### config.mk
export PLATFORM = sky130hd
export DESIGN_NAME = rpn_ctrl
export DESIGN_NICKNAME = d
export VERILOG_FILES = /design/src/sv/rpn_pkg.sv /design/src/sv/rpn_ctrl.sv
export SDC_FILE = /design/constraint.sdc
export NUM_CORES = 1
export LEC_CHECK = 0
export BUFFER_PORTS_ARGS = -buffer_cell sky130_fd_sc_hd__buf_2
export CORE_MARGIN = 4
export CORE_UTILIZATION = 30
export DETAILED_ROUTE_END_ITERATION = 10
export PLACE_DENSITY = 0.46
export REMOVE_ABC_BUFFERS = 1
export SKIP_LAST_GASP = 1
export SYNTH_ARGS = -nofsm -noshare
export SYNTH_HDL_FRONTEND = slang
export SYNTH_SLANG_ARGS = --single-unit
### constraint.sdc
create_clock -name clk -period 2.2 [get_ports clk]
set_clock_uncertainty 0.2 [all_clocks]
set_input_delay 0.11 -clock clk [delete_from_list [all_inputs] [get_ports clk]]
set_output_delay 0.11 -clock clk [all_outputs]
set_load 0.02 [all_outputs]
### src/sv/rpn_pkg.sv
// Package: shared constants, operation codes, micro-op codes and status struct.
`timescale 1ns / 1ps
package rpn_pkg;

  localparam int STACK_DEPTH_DEF = 64;
  localparam int DATA_W          = 32;
  localparam int CMD_W           = 5;
  localparam int DEPTH_W         = 7;
  localparam int ERR_W           = 2;

  typedef logic [CMD_W-1:0] cmd_t;
  typedef logic [ERR_W-1:0] err_t;

  localparam cmd_t CMD_PUSH  = 5'd0;
  localparam cmd_t CMD_ADD   = 5'd1;
  localparam cmd_t CMD_SUB   = 5'd2;
  localparam cmd_t CMD_MUL   = 5'd3;
  localparam cmd_t CMD_DIV   = 5'd4;
  localparam cmd_t CMD_MOD   = 5'd5;
  localparam cmd_t CMD_EQ    = 5'd6;
  localparam cmd_t CMD_GT    = 5'd7;
  localparam cmd_t CMD_LT    = 5'd8;
  localparam cmd_t CMD_LE    = 5'd9;
  localparam cmd_t CMD_GE    = 5'd10;
  localparam cmd_t CMD_NE    = 5'd11;
  localparam cmd_t CMD_POW   = 5'd12;
  localparam cmd_t CMD_MAX   = 5'd13;
  localparam cmd_t CMD_MIN   = 5'd14;
  localparam cmd_t CMD_ABS   = 5'd15;
  localparam cmd_t CMD_NEG   = 5'd16;
  localparam cmd_t CMD_DROP  = 5'd17;
  localparam cmd_t CMD_DUP   = 5'd18;
  localparam cmd_t CMD_SWAP  = 5'd19;
  localparam cmd_t CMD_SUM   = 5'd20;
  localparam cmd_t CMD_PROD  = 5'd21;
  localparam cmd_t CMD_DEPTH = 5'd22;
  localparam cmd_t CMD_REV   = 5'd23;
  localparam cmd_t CMD_GET   = 5'd24;
  localparam cmd_t CMD_PRINT = 5'd25;

  localparam err_t ERR_NONE  = 2'd0;
  localparam err_t ERR_UNDER = 2'd1;
  localparam err_t ERR_OVER  = 2'd2;
  localparam err_t ERR_DIVZ  = 2'd3;

  typedef logic [5:0] uop_t;

  localparam uop_t U_NOP       = 6'd0;
  localparam uop_t U_LATCH     = 6'd1;
  localparam uop_t U_PUSH      = 6'd2;
  localparam uop_t U_ERR1      = 6'd3;
  localparam uop_t U_ERR2      = 6'd4;
  localparam uop_t U_ERR3      = 6'd5;
  localparam uop_t U_RD_SP1    = 6'd6;
  localparam uop_t U_CAPB_RD2  = 6'd7;
  localparam uop_t U_CAPA      = 6'd8;
  localparam uop_t U_ALU       = 6'd9;
  localparam uop_t U_WR_ACC2   = 6'd10;
  localparam uop_t U_WR_A1     = 6'd11;
  localparam uop_t U_WR_B2     = 6'd12;
  localparam uop_t U_DIV_INIT  = 6'd13;
  localparam uop_t U_DIV_STEP  = 6'd14;
  localparam uop_t U_DIV_FIX   = 6'd15;
  localparam uop_t U_POW_INIT  = 6'd16;
  localparam uop_t U_POW_A     = 6'd17;
  localparam uop_t U_POW_B     = 6'd18;
  localparam uop_t U_WR_UN     = 6'd19;
  localparam uop_t U_DROP      = 6'd20;
  localparam uop_t U_DUP       = 6'd21;
  localparam uop_t U_SUM_INIT  = 6'd22;
  localparam uop_t U_RD_LO     = 6'd23;
  localparam uop_t U_SUM_ACC   = 6'd24;
  localparam uop_t U_SUM_WR    = 6'd25;
  localparam uop_t U_GET_INIT  = 6'd26;
  localparam uop_t U_CAPB      = 6'd27;
  localparam uop_t U_RD_LO1    = 6'd28;
  localparam uop_t U_GET_SHIFT = 6'd29;
  localparam uop_t U_GET_END   = 6'd30;
  localparam uop_t U_REV_INIT  = 6'd31;
  localparam uop_t U_REV_RDHI  = 6'd32;
  localparam uop_t U_REV_WLO   = 6'd33;
  localparam uop_t U_REV_WHI   = 6'd34;
  localparam uop_t U_PRINT     = 6'd35;
  localparam uop_t U_SHOW      = 6'd36;
  localparam uop_t U_OUT       = 6'd37;

  typedef struct packed {
    logic err_set;
    logic sp_lt1;
    logic sp_lt2;
    logic sp_full;
    logic b_zero;
    logic count_bad;
    logic idx_bad;
    logic lo_lt_hi;
    logic cnt_zero;
    logic e_zero;
    logic div_last;
    logic printed;
    logic out_free;
    cmd_t cmd;
  } stat_t;

endpackage

### src/sv/rpn_ctrl.sv
// Controller: sequences micro-ops for each operation and drives the input stall.
`timescale 1ns / 1ps
module rpn_ctrl
  import rpn_pkg::*;
(
  input  logic  clk,
  input  logic  rst,
  input  logic  in_valid,
  output logic  in_stall,
  input  stat_t stat,
  output uop_t  uop
);

  localparam logic [4:0] S_IDLE   = 5'd0;
  localparam logic [4:0] S_DISP   = 5'd1;
  localparam logic [4:0] S_BIN0   = 5'd2;
  localparam logic [4:0] S_BIN1   = 5'd3;
  localparam logic [4:0] S_BIN2   = 5'd4;
  localparam logic [4:0] S_EXEC   = 5'd5;
  localparam logic [4:0] S_WR2    = 5'd6;
  localparam logic [4:0] S_DIV    = 5'd7;
  localparam logic [4:0] S_DIVFIX = 5'd8;
  localparam logic [4:0] S_POWA   = 5'd9;
  localparam logic [4:0] S_POWB   = 5'd10;
  localparam logic [4:0] S_SW1    = 5'd11;
  localparam logic [4:0] S_UN0    = 5'd12;
  localparam logic [4:0] S_UN1    = 5'd13;
  localparam logic [4:0] S_UN2    = 5'd14;
  localparam logic [4:0] S_SUMRD  = 5'd15;
  localparam logic [4:0] S_SUMACC = 5'd16;
  localparam logic [4:0] S_SUMWR  = 5'd17;
  localparam logic [4:0] S_GET1   = 5'd18;
  localparam logic [4:0] S_GETRD  = 5'd19;
  localparam logic [4:0] S_GETWR  = 5'd20;
  localparam logic [4:0] S_GETEND = 5'd21;
  localparam logic [4:0] S_REVA   = 5'd22;
  localparam logic [4:0] S_REVB   = 5'd23;
  localparam logic [4:0] S_REVC   = 5'd24;
  localparam logic [4:0] S_REVD   = 5'd25;
  localparam logic [4:0] S_FIN    = 5'd26;
  localparam logic [4:0] S_FIN1   = 5'd27;
  localparam logic [4:0] S_DONE   = 5'd28;

  logic [4:0] state;
  logic [4:0] state_next;

  assign in_stall = (state != S_IDLE);

  always_ff @(posedge clk) begin
    if (rst) begin
      state <= S_IDLE;
    end else begin
      state <= state_next;
    end
  end

  always_comb begin
    state_next = state;
    uop        = U_NOP;
    unique case (state)
      S_IDLE: begin
        if (in_valid) begin
          uop        = U_LATCH;
          state_next = S_DISP;
        end
      end
      S_DISP: begin
        state_next = S_FIN;
        if (!stat.err_set) begin
          unique case (stat.cmd)
            CMD_PUSH, CMD_DEPTH: begin
              uop = stat.sp_full ? U_ERR2 : U_PUSH;
            end
            CMD_ADD, CMD_SUB, CMD_MUL, CMD_DIV, CMD_MOD, CMD_EQ, CMD_GT, CMD_LT,
            CMD_LE, CMD_GE, CMD_NE, CMD_POW, CMD_MAX, CMD_MIN, CMD_SWAP: begin
              if (stat.sp_lt2) uop = U_ERR1;
              else             state_next = S_BIN0;
            end
            CMD_ABS, CMD_NEG, CMD_DROP, CMD_DUP, CMD_SUM, CMD_PROD, CMD_GET,
            CMD_PRINT: begin
              if (stat.sp_lt1) uop = U_ERR1;
              else             state_next = S_UN0;
            end
            CMD_REV: begin
              if (!stat.sp_lt2) begin
                uop        = U_REV_INIT;
                state_next = S_REVA;
              end
            end
            default: begin
              state_next = S_FIN;
            end
          endcase
        end
      end
      S_BIN0: begin
        uop        = U_RD_SP1;
        state_next = S_BIN1;
      end
      S_BIN1: begin
        uop        = U_CAPB_RD2;
        state_next = S_BIN2;
      end
      S_BIN2: begin
        uop        = U_CAPA;
        state_next = S_EXEC;
      end
      S_EXEC: begin
        priority if (stat.cmd == CMD_SWAP) begin
          uop        = U_WR_A1;
          state_next = S_SW1;
        end else if (stat.cmd == CMD_DIV || stat.cmd == CMD_MOD) begin
          if (stat.b_zero) begin
            uop        = U_ERR3;
            state_next = S_FIN;
          end else begin
            uop        = U_DIV_INIT;
            state_next = S_DIV;
          end
        end else if (stat.cmd == CMD_POW) begin
          uop        = U_POW_INIT;
          state_next = S_POWA;
        end else begin
          uop        = U_ALU;
          state_next = S_WR2;
        end
      end
      S_WR2: begin
        uop        = U_WR_ACC2;
        state_next = S_FIN;
      end
      S_DIV: begin
        uop = U_DIV_STEP;
        if (stat.div_last) state_next = S_DIVFIX;
      end
      S_DIVFIX: begin
        uop        = U_DIV_FIX;
        state_next = S_WR2;
      end
      S_POWA: begin
        if (stat.e_zero) begin
          state_next = S_WR2;
        end else begin
          uop        = U_POW_A;
          state_next = S_POWB;
        end
      end
      S_POWB: begin
        uop        = U_POW_B;
        state_next = S_POWA;
      end
      S_SW1: begin
        uop        = U_WR_B2;
        state_next = S_FIN;
      end
      S_UN0: begin
        uop        = U_RD_SP1;
        state_next = S_UN1;
      end
      S_UN1: begin
        uop        = U_CAPA;
        state_next = S_UN2;
      end
      S_UN2: begin
        state_next = S_FIN;
        unique case (stat.cmd)
          CMD_ABS, CMD_NEG: uop = U_WR_UN;
          CMD_DROP:         uop = U_DROP;
          CMD_DUP:          uop = stat.sp_full ? U_ERR2 : U_DUP;
          CMD_SUM, CMD_PROD: begin
            if (stat.count_bad) begin
              uop = U_ERR1;
            end else begin
              uop        = U_SUM_INIT;
              state_next = S_SUMRD;
            end
          end
          CMD_GET: begin
            if (stat.idx_bad) begin
              uop = U_ERR1;
            end else begin
              uop        = U_GET_INIT;
              state_next = S_GET1;
            end
          end
          CMD_PRINT: uop = U_PRINT;
          default:   uop = U_NOP;
        endcase
      end
      S_SUMRD: begin
        if (stat.cnt_zero) begin
          state_next = S_SUMWR;
        end else begin
          uop        = U_RD_LO;
          state_next = S_SUMACC;
        end
      end
      S_SUMACC: begin
        uop        = U_SUM_ACC;
        state_next = S_SUMRD;
      end
      S_SUMWR: begin
        uop        = U_SUM_WR;
        state_next = S_FIN;
      end
      S_GET1: begin
        uop        = U_CAPB;
        state_next = S_GETRD;
      end
      S_GETRD: begin
        if (stat.lo_lt_hi) begin
          uop        = U_RD_LO1;
          state_next = S_GETWR;
        end else begin
          state_next = S_GETEND;
        end
      end
      S_GETWR: begin
        uop        = U_GET_SHIFT;
        state_next = S_GETRD;
      end
      S_GETEND: begin
        uop        = U_GET_END;
        state_next = S_FIN;
      end
      S_REVA: begin
        if (stat.lo_lt_hi) begin
          uop        = U_RD_LO;
          state_next = S_REVB;
        end else begin
          state_next = S_FIN;
        end
      end
      S_REVB: begin
        uop        = U_REV_RDHI;
        state_next = S_REVC;
      end
      S_REVC: begin
        uop        = U_REV_WLO;
        state_next = S_REVD;
      end
      S_REVD: begin
        uop        = U_REV_WHI;
        state_next = S_REVA;
      end
      S_FIN: begin
        if (stat.printed) begin
          state_next = S_DONE;
        end else begin
          uop        = U_RD_SP1;
          state_next = S_FIN1;
        end
      end
      S_FIN1: begin
        uop        = U_SHOW;
        state_next = S_DONE;
      end
      S_DONE: begin
        if (stat.out_free) begin
          uop        = U_OUT;
          state_next = S_IDLE;
        end
      end
      default: begin
        state_next = S_IDLE;
      end
    endcase
  end

endmodule

==> flow_metrics.env, run 1 <==
export IMPL_run_status="complete, but fails checks"
export IMPL_violated_checks="negative setup slack"
export IMPL_mostFrequentLayoutCells="66 x sky130_fd_sc_hd__buf_4, 22 x sky130_fd_sc_hd__a21oi_1, 22 x sky130_fd_sc_hd__buf_2, 19 x sky130_fd_sc_hd__nand2_1, 18 x sky130_fd_sc_hd__nor2_1"
export IMPL_top_register="state"
export IMPL_finish_instance_area_um2=2700
export IMPL_critPathMaxStageDelay_ns=0.52
export IMPL_cts_num_sinks=5
export IMPL_worst_path_dominant_cell_family="simple AND/OR/NAND/NOR gates"
export IMPL_use_met1_pct=28.2
export IMPL_critical_path_n_buffers_inverters=2
export IMPL_synth_yosys_seq_area_share_pct=5.60
export IMPL_synth_top_cells_by_area="sky130_fd_sc_hd__a21oi_1 6.4%, sky130_fd_sc_hd__buf_2 5.6%, sky130_fd_sc_hd__dfxtp_1 5.6%"
export IMPL_antenna_diode_count=0
export IMPL_count_of_yosys_warnings_during_synthesis=0
export IMPL_synthesized_area_divided_by_synthesized_cell_count_um2=6.47
export IMPL_combinationalPowerShare_pct=87.2
export IMPL_io_buffer_count=27
export IMPL_coreArea_um2=5640
export IMPL_netlist_top_cell_by_area="sky130_fd_sc_hd__a21oi_1"
export IMPL_pin_count=28
export IMPL_power_switching_share_pct=49.0
export IMPL_timing_hold_violations_final=0
export IMPL_start_kind="flip-flop"
export IMPL_critical_path_slowest_cell="sky130_fd_sc_hd__or4_1"
export IMPL_layout_nets=376
export IMPL_row_count=27
export IMPL_cts_tree="done"
export IMPL_wl_per_instance_um=18.2
export IMPL_grt_start_max_net_pins=15
export IMPL_fraction_of_final_layout_cells_sized_beyond_drive_strength_1_pct=38.7
export IMPL_worst_endpoint_arrival_ns=2.06
export IMPL_vias=2608
export IMPL_synth_top_cell_area_share_pct=6.44
export IMPL_syn2layout_area_growth_pct=50.8
export IMPL_totalWireLength_um=7760
export IMPL_die_height_um=85.2
export IMPL_grt_setup_unrepaired="true"
export IMPL_power_sequential_fraction_pct=7.3
export IMPL_dieWidth_um=85.2
export IMPL_remaining_drc_errors=0
export IMPL_slew_headroom_pct=63.6
export IMPL_finalNonFillerCells=426
export IMPL_initial_core_util_pct=31.7
export IMPL_clk_insertion_delay_late_ns=0.22
export IMPL_clk_pin_slew_ns=0.04
export IMPL_cp_max_fo=12
export IMPL_clk_root_buffer_cell="sky130_fd_sc_hd__clkbuf_8"
export IMPL_finalSetupViolations=7
export IMPL_cts_buffers=3
export IMPL_antenna_violating_nets_post_route=0
export IMPL_gr_total_overflow=0
export IMPL_max_clock_path_buffers=2
export IMPL_crit_chain="buf_12 -> and2b_1 -> a31o_1 -> or4_1 -> a211o_1 -> buf_6"
export IMPL_end_kind="output pin"
export IMPL_synth_cell_type_count=68
export IMPL_antenna_found_initial=0
export IMPL_internal_power_mw=1.59
export IMPL_htreeDepth=1
export IMPL_vdd_ir_drop_worst_v=0.000701
export IMPL_timing_max_transition_violations_final=0
export IMPL_fp_dieArea_um2=7250
export IMPL_max_clock_freq_mhz=421
export IMPL_layout_commonest_cell="sky130_fd_sc_hd__buf_4"
export IMPL_cellLeakagePower_nw=1.10
export IMPL_final_setup_worst_slack_ns=-0.173
export IMPL_ys_async_sr_fraction_pct=0
export IMPL_crit_required_ns=1.89
export IMPL_synth_enable_flop_cells=0
export IMPL_placed_cells=414
export IMPL_drv_cap=0
export IMPL_holdCritPathClass="in2reg"
export IMPL_power_total_mw=3.11
export IMPL_dp_final_hpwl_um=6010
export IMPL_synthCells=276
export IMPL_viasPerCell=6.12
export IMPL_drt_initial_drc_count=300
export IMPL_pwrdens_nw_per_um2=1160
export IMPL_worstMarginPinSlew_ns=0.545
export IMPL_gp_congestion=1.00
export IMPL_share_of_the_clock_period_used_by_the_worst_path_after_layout_pct=108
export IMPL_number_of_flip_flops_in_the_largest_register=5
export IMPL_switchingPower_mw=1.53
export IMPL_global_route_usage_met3_pct=3.88
export IMPL_post_synth_instance_area_um2=1790
export IMPL_grt_pass1_vias=2418
export IMPL_use_met2_pct=33.3
export IMPL_registers_with_the_highest_flip_flop_counts="state: 5 flops"
export IMPL_grt_use_total_pct=20.4
export IMPL_synth_seq_cells=5
export IMPL_finalWorstPathRequiredPeriod_ns=2.37
export IMPL_synth_ff_type="sky130_fd_sc_hd__dfxtp_1"
export IMPL_global_route_wire_length_before_repair_um=12100
export IMPL_drt_pass1_iter_count=5
export IMPL_count_of_filler_cells_inserted_in_the_layout=579
export IMPL_grt_busiest_layer="met2"
export IMPL_placement_cell_area_um2=2380
export IMPL_power_clock_fraction_pct=5.5
export IMPL_setup_cp_type="reg2out"
routing by layer:
layer	up-vias	part of all wire [%]
li1	1225	-
met1	1233	45
met2	134	46
met3	16	7.4
met4	0	1.3
met5	-	0
worst reg2reg max path, stage by stage (launching register included):
cell	delay [ns]
sky130_fd_sc_hd__dfxtp_4	0.39
sky130_fd_sc_hd__buf_6	0.14
sky130_fd_sc_hd__buf_4	0.14
sky130_fd_sc_hd__and2b_1	0.21
sky130_fd_sc_hd__buf_4	0.14
sky130_fd_sc_hd__nand4_1	0.09
sky130_fd_sc_hd__o21ai_1	0.10
sky130_fd_sc_hd__or4_1	0.43
sky130_fd_sc_hd__o32a_1	0.34
power groups by stage:
| stage | registers (mW) | clock network [mW] | logic [mW] |
|---|---|---|---|
| floorplan | 0.366 | 0 | 1.04 |
| global placement | 0.200 | 0 | 2.31 |
| detailed placement | 0.199 | 0 | 2.28 |
| CTS | 0.223 | 0.172 | 2.61 |
| global route | 0.235 | 0.184 | 2.89 |
| finish | 0.227 | 0.172 | 2.71 |
through the flow:
step                      worst slack, ns  util (%)  hold slack (ns)  TNS, ns
final                              -0.173      47.8           0.0335   -0.582
after global routing               -0.226      47.8           0.0741    -1.17
after CTS                          -0.132      47.0           0.0403   -0.417
after detailed placement          -0.0945      42.2            0.169   -0.237
after global placement             -0.159      42.2            0.166   -0.531
after floorplan                    -0.375         -          -0.0209    -1.14
what timing repair did:
item | CTS | global route
setup buffers | 7 | 1
pin swaps | 12 | 3
hold endpoints to repair | 2 | 0
hold buffers | 1 | 0
setup endpoints to repair | 8 | 9
resized for setup | 42 | 7
worst paths after layout:
kind	startpoint	endpoint	slack (ns)	cells after the start
max	state[0]	uop[1]	-0.17	6
min	stat[16]	state[2]	0.03	4
max reg2reg	state[3]	state[3]	-0.08	8
min reg2reg	state[1]	state[2]	0.53	3
cell usage after synthesis, drive strengths merged, types with 4 or more instances:
cell	count
a21o	4
o22ai	4
a21oi	23
nand4	6
and3b	4
buf	24
nor4	6
clkbuf	5
nand2b	13
nor2b	13
nand2	20
and3	4
o211ai	4
a31oi	8
a21boi	4
o32ai	4
inv	5
nor3b	6
nand3	8
nor3	12
o21ai	14
nor2	18
dfxtp	5
cell type report:
| type | count | area, um2 | share of cell area [%] |
|---|---|---|---|
| clock buffer | 3 | 41.3 | 1.53 |
| clock inverter | 1 | 5.00 | 0.186 |
| inverter | 5 | 18.8 | 0.696 |
| multi-input combinational | 237 | 1630 | 60.6 |
| sequential | 5 | 116 | 4.32 |
| tap | 72 | 90.1 | 3.34 |
| timing repair buffer | 103 | 791 | 29.3 |
cells by family (layout without fill, tap and decap cells):
family | Yosys count | in the layout | share of synthesized area (%)
simple gates | 134 | 134 | 44.0
compound gates | 100 | 100 | 39.4
buf+inv | 34 | 112 | 9.59
flops | 5 | 5 | 5.60
xor+xnor | 3 | 3 | 1.47
Note: power is estimated with default switching activity, not from simulation.
==> run 2: changes to the inputs <==
--- a/config.mk
+++ b/config.mk
@@ -11,6 +11,7 @@
 export DETAILED_ROUTE_END_ITERATION = 10
 export PLACE_DENSITY = 0.46
 export REMOVE_ABC_BUFFERS = 1
+export SETUP_SLACK_MARGIN = 0.1
 export SKIP_LAST_GASP = 1
 export SYNTH_ARGS = -nofsm -noshare
 export SYNTH_HDL_FRONTEND = slang
==> run 2 against run 1 <==
Final cell count increased by 0.47%; highest routed layer unchanged; routed wire length about the same; flip-flop and latch count unchanged; critical path depth unchanged; the run still ends with negative setup slack left; non-clock buffer count increased by 2; clock power about the same; clock-buffer cell count unchanged; critical endpoint unchanged; setup slack about the same; sequential power about the same.
==> flow_metrics.env, run 2 (synthesized netlist as in run 1, its figures left out) <==
export IMPL_global_route_usage_met3_pct=4.56
export IMPL_row_count=27
export IMPL_pwrdens_nw_per_um2=1160
export IMPL_violated_checks="negative setup slack"
export IMPL_htreeDepth=1
export IMPL_use_met1_pct=27.7
export IMPL_worst_path_dominant_cell_family="simple AND/OR/NAND/NOR gates"
export IMPL_totalWireLength_um=7760
export IMPL_finalSetupViolations=7
export IMPL_drv_cap=0
export IMPL_power_total_mw=3.18
export IMPL_holdCritPathClass="in2reg"
export IMPL_cts_tree="done"
export IMPL_max_clock_path_buffers=2
export IMPL_cp_max_fo=12
export IMPL_dp_final_hpwl_um=6010
export IMPL_top_register="state"
export IMPL_share_of_the_clock_period_used_by_the_worst_path_after_layout_pct=108
export IMPL_worst_endpoint_arrival_ns=2.06
export IMPL_vdd_ir_drop_worst_v=0.000701
export IMPL_antenna_violating_nets_post_route=0
export IMPL_wl_per_instance_um=18.1
export IMPL_cellLeakagePower_nw=1.11
export IMPL_final_setup_worst_slack_ns=-0.173
export IMPL_critical_path_n_buffers_inverters=2
export IMPL_clk_root_buffer_cell="sky130_fd_sc_hd__clkbuf_8"
export IMPL_max_clock_freq_mhz=421
export IMPL_setup_cp_type="reg2out"
export IMPL_global_route_wire_length_before_repair_um=12200
export IMPL_crit_chain="buf_12 -> and2b_1 -> a31o_1 -> or4_1 -> a211o_1 -> buf_6"
export IMPL_slew_headroom_pct=63.0
export IMPL_io_buffer_count=27
export IMPL_viasPerCell=6.03
export IMPL_drt_pass1_iter_count=4
export IMPL_layout_commonest_cell="sky130_fd_sc_hd__buf_4"
export IMPL_fp_dieArea_um2=7250
export IMPL_registers_with_the_highest_flip_flop_counts="state: 5 flops"
export IMPL_grt_pass1_vias=2422
export IMPL_grt_busiest_layer="met2"
export IMPL_gr_total_overflow=0
export IMPL_worstMarginPinSlew_ns=0.554
export IMPL_grt_start_max_net_pins=15
export IMPL_cts_buffers=3
export IMPL_pin_count=28
export IMPL_timing_max_transition_violations_final=0
export IMPL_dieWidth_um=85.2
export IMPL_antenna_diode_count=0
export IMPL_start_kind="flip-flop"
export IMPL_detailedPlace_worstSlack_ns=-0.0945
export IMPL_critical_path_slowest_cell="sky130_fd_sc_hd__or4_1"
export IMPL_critPathMaxStageDelay_ns=0.52
export IMPL_fraction_of_final_layout_cells_sized_beyond_drive_strength_1_pct=40.4
export IMPL_worst_hold_slack_ns=0.0279
export IMPL_setup_total_negative_slack_ns=-0.648
export IMPL_syn2layout_area_growth_pct=53.7
export IMPL_grt_setup_unrepaired="true"
export IMPL_timing_hold_violations_final=0
export IMPL_drt_initial_drc_count=212
export IMPL_end_kind="output pin"
export IMPL_clk_insertion_delay_late_ns=0.22
export IMPL_cts_num_sinks=5
export IMPL_layout_nets=378
export IMPL_initial_core_util_pct=31.7
export IMPL_finalWorstPathRequiredPeriod_ns=2.37
export IMPL_number_of_flip_flops_in_the_largest_register=5
export IMPL_grt_use_total_pct=20.4
export IMPL_clk_pin_slew_ns=0.04
export IMPL_use_met2_pct=33.2
export IMPL_gp_congestion=1.00
export IMPL_run_status="complete, but fails checks"
export IMPL_final_util_pct=48.7
export IMPL_mostFrequentLayoutCells="67 x sky130_fd_sc_hd__buf_4, 22 x sky130_fd_sc_hd__buf_2, 21 x sky130_fd_sc_hd__a21oi_1, 19 x sky130_fd_sc_hd__nand2_1, 18 x sky130_fd_sc_hd__nor2_1"
export IMPL_coreArea_um2=5640
export IMPL_antenna_found_initial=0
export IMPL_crit_required_ns=1.89
export IMPL_remaining_drc_errors=0
export IMPL_die_height_um=85.2
export IMPL_vias=2579
## run 2: changes by cell type in the layout (fill, tap and decap cells not counted), sizes merged
cell / delta
buf: +2
## run 2: layout make-up
| type | instances | area [um2] |
|---|---|---|
| clock inverters | 1 | 5.00 |
| well taps | 72 | 90.1 |
| repair buffers | 105 | 810 |
| multi-input cells | 237 | 1670 |
| clock buffers | 3 | 41.3 |
| flip-flops and latches | 5 | 116 |
| fillers | 569 | 2900 |
| inverters | 5 | 18.8 |
## run 2: stage by stage
step                      cells  cell area [um2]
after floorplan             247             1630
after global placement      414             2380
after detailed placement    414             2380
after CTS                   425             2650
after global routing        428             2750
final                       428             2750
## run 2: routing by layer
| layer | share of wire, % | routed length (um) |
|---|---|---|
| met5 | 0 | 0 |
| met4 | 1.3 | 100 |
| met3 | 7.9 | 610 |
| met2 | 46 | 3580 |
| met1 | 45 | 3480 |
## run 2: worst paths after layout
check	start	to	slack, ns	depth (start not counted)
hold reg to reg	state[1]	state[2]	0.54	3
setup / recovery	state[0]	uop[1]	-0.17	6
setup reg to reg	state[3]	state[3]	-0.07	8
hold / removal	stat[16]	state[2]	0.03	4
## run 2: worst register-to-register path: stages (launching register included)
cell and delay, ns:
sky130_fd_sc_hd__dfxtp_4 0.39, sky130_fd_sc_hd__buf_6 0.15, sky130_fd_sc_hd__buf_6 0.12, sky130_fd_sc_hd__and2b_1 0.20, sky130_fd_sc_hd__buf_4 0.14, sky130_fd_sc_hd__nand4_1 0.09
sky130_fd_sc_hd__o21ai_1 0.10, sky130_fd_sc_hd__or4_1 0.43, sky130_fd_sc_hd__o32a_1 0.34
## run 2: what timing repair did
item | in CTS | in global routing
endpoints found under the hold margin | 2 | 0
gates resized for setup | 41 | 15
setup buffers | 7 | 3
endpoints found under the setup margin | 10 | 10
hold buffers | 1 | 0
pin swaps | 11 | 9
## run 2: where the power goes
part | switching [mW] | total (mW) | internal (mW)
combinational | 1.42 | 2.78 | 1.36
sequential | 0.0805 | 0.230 | 0.149
clock | 0.0508 | 0.173 | 0.122
total | 1.55 | 3.18 | 1.63
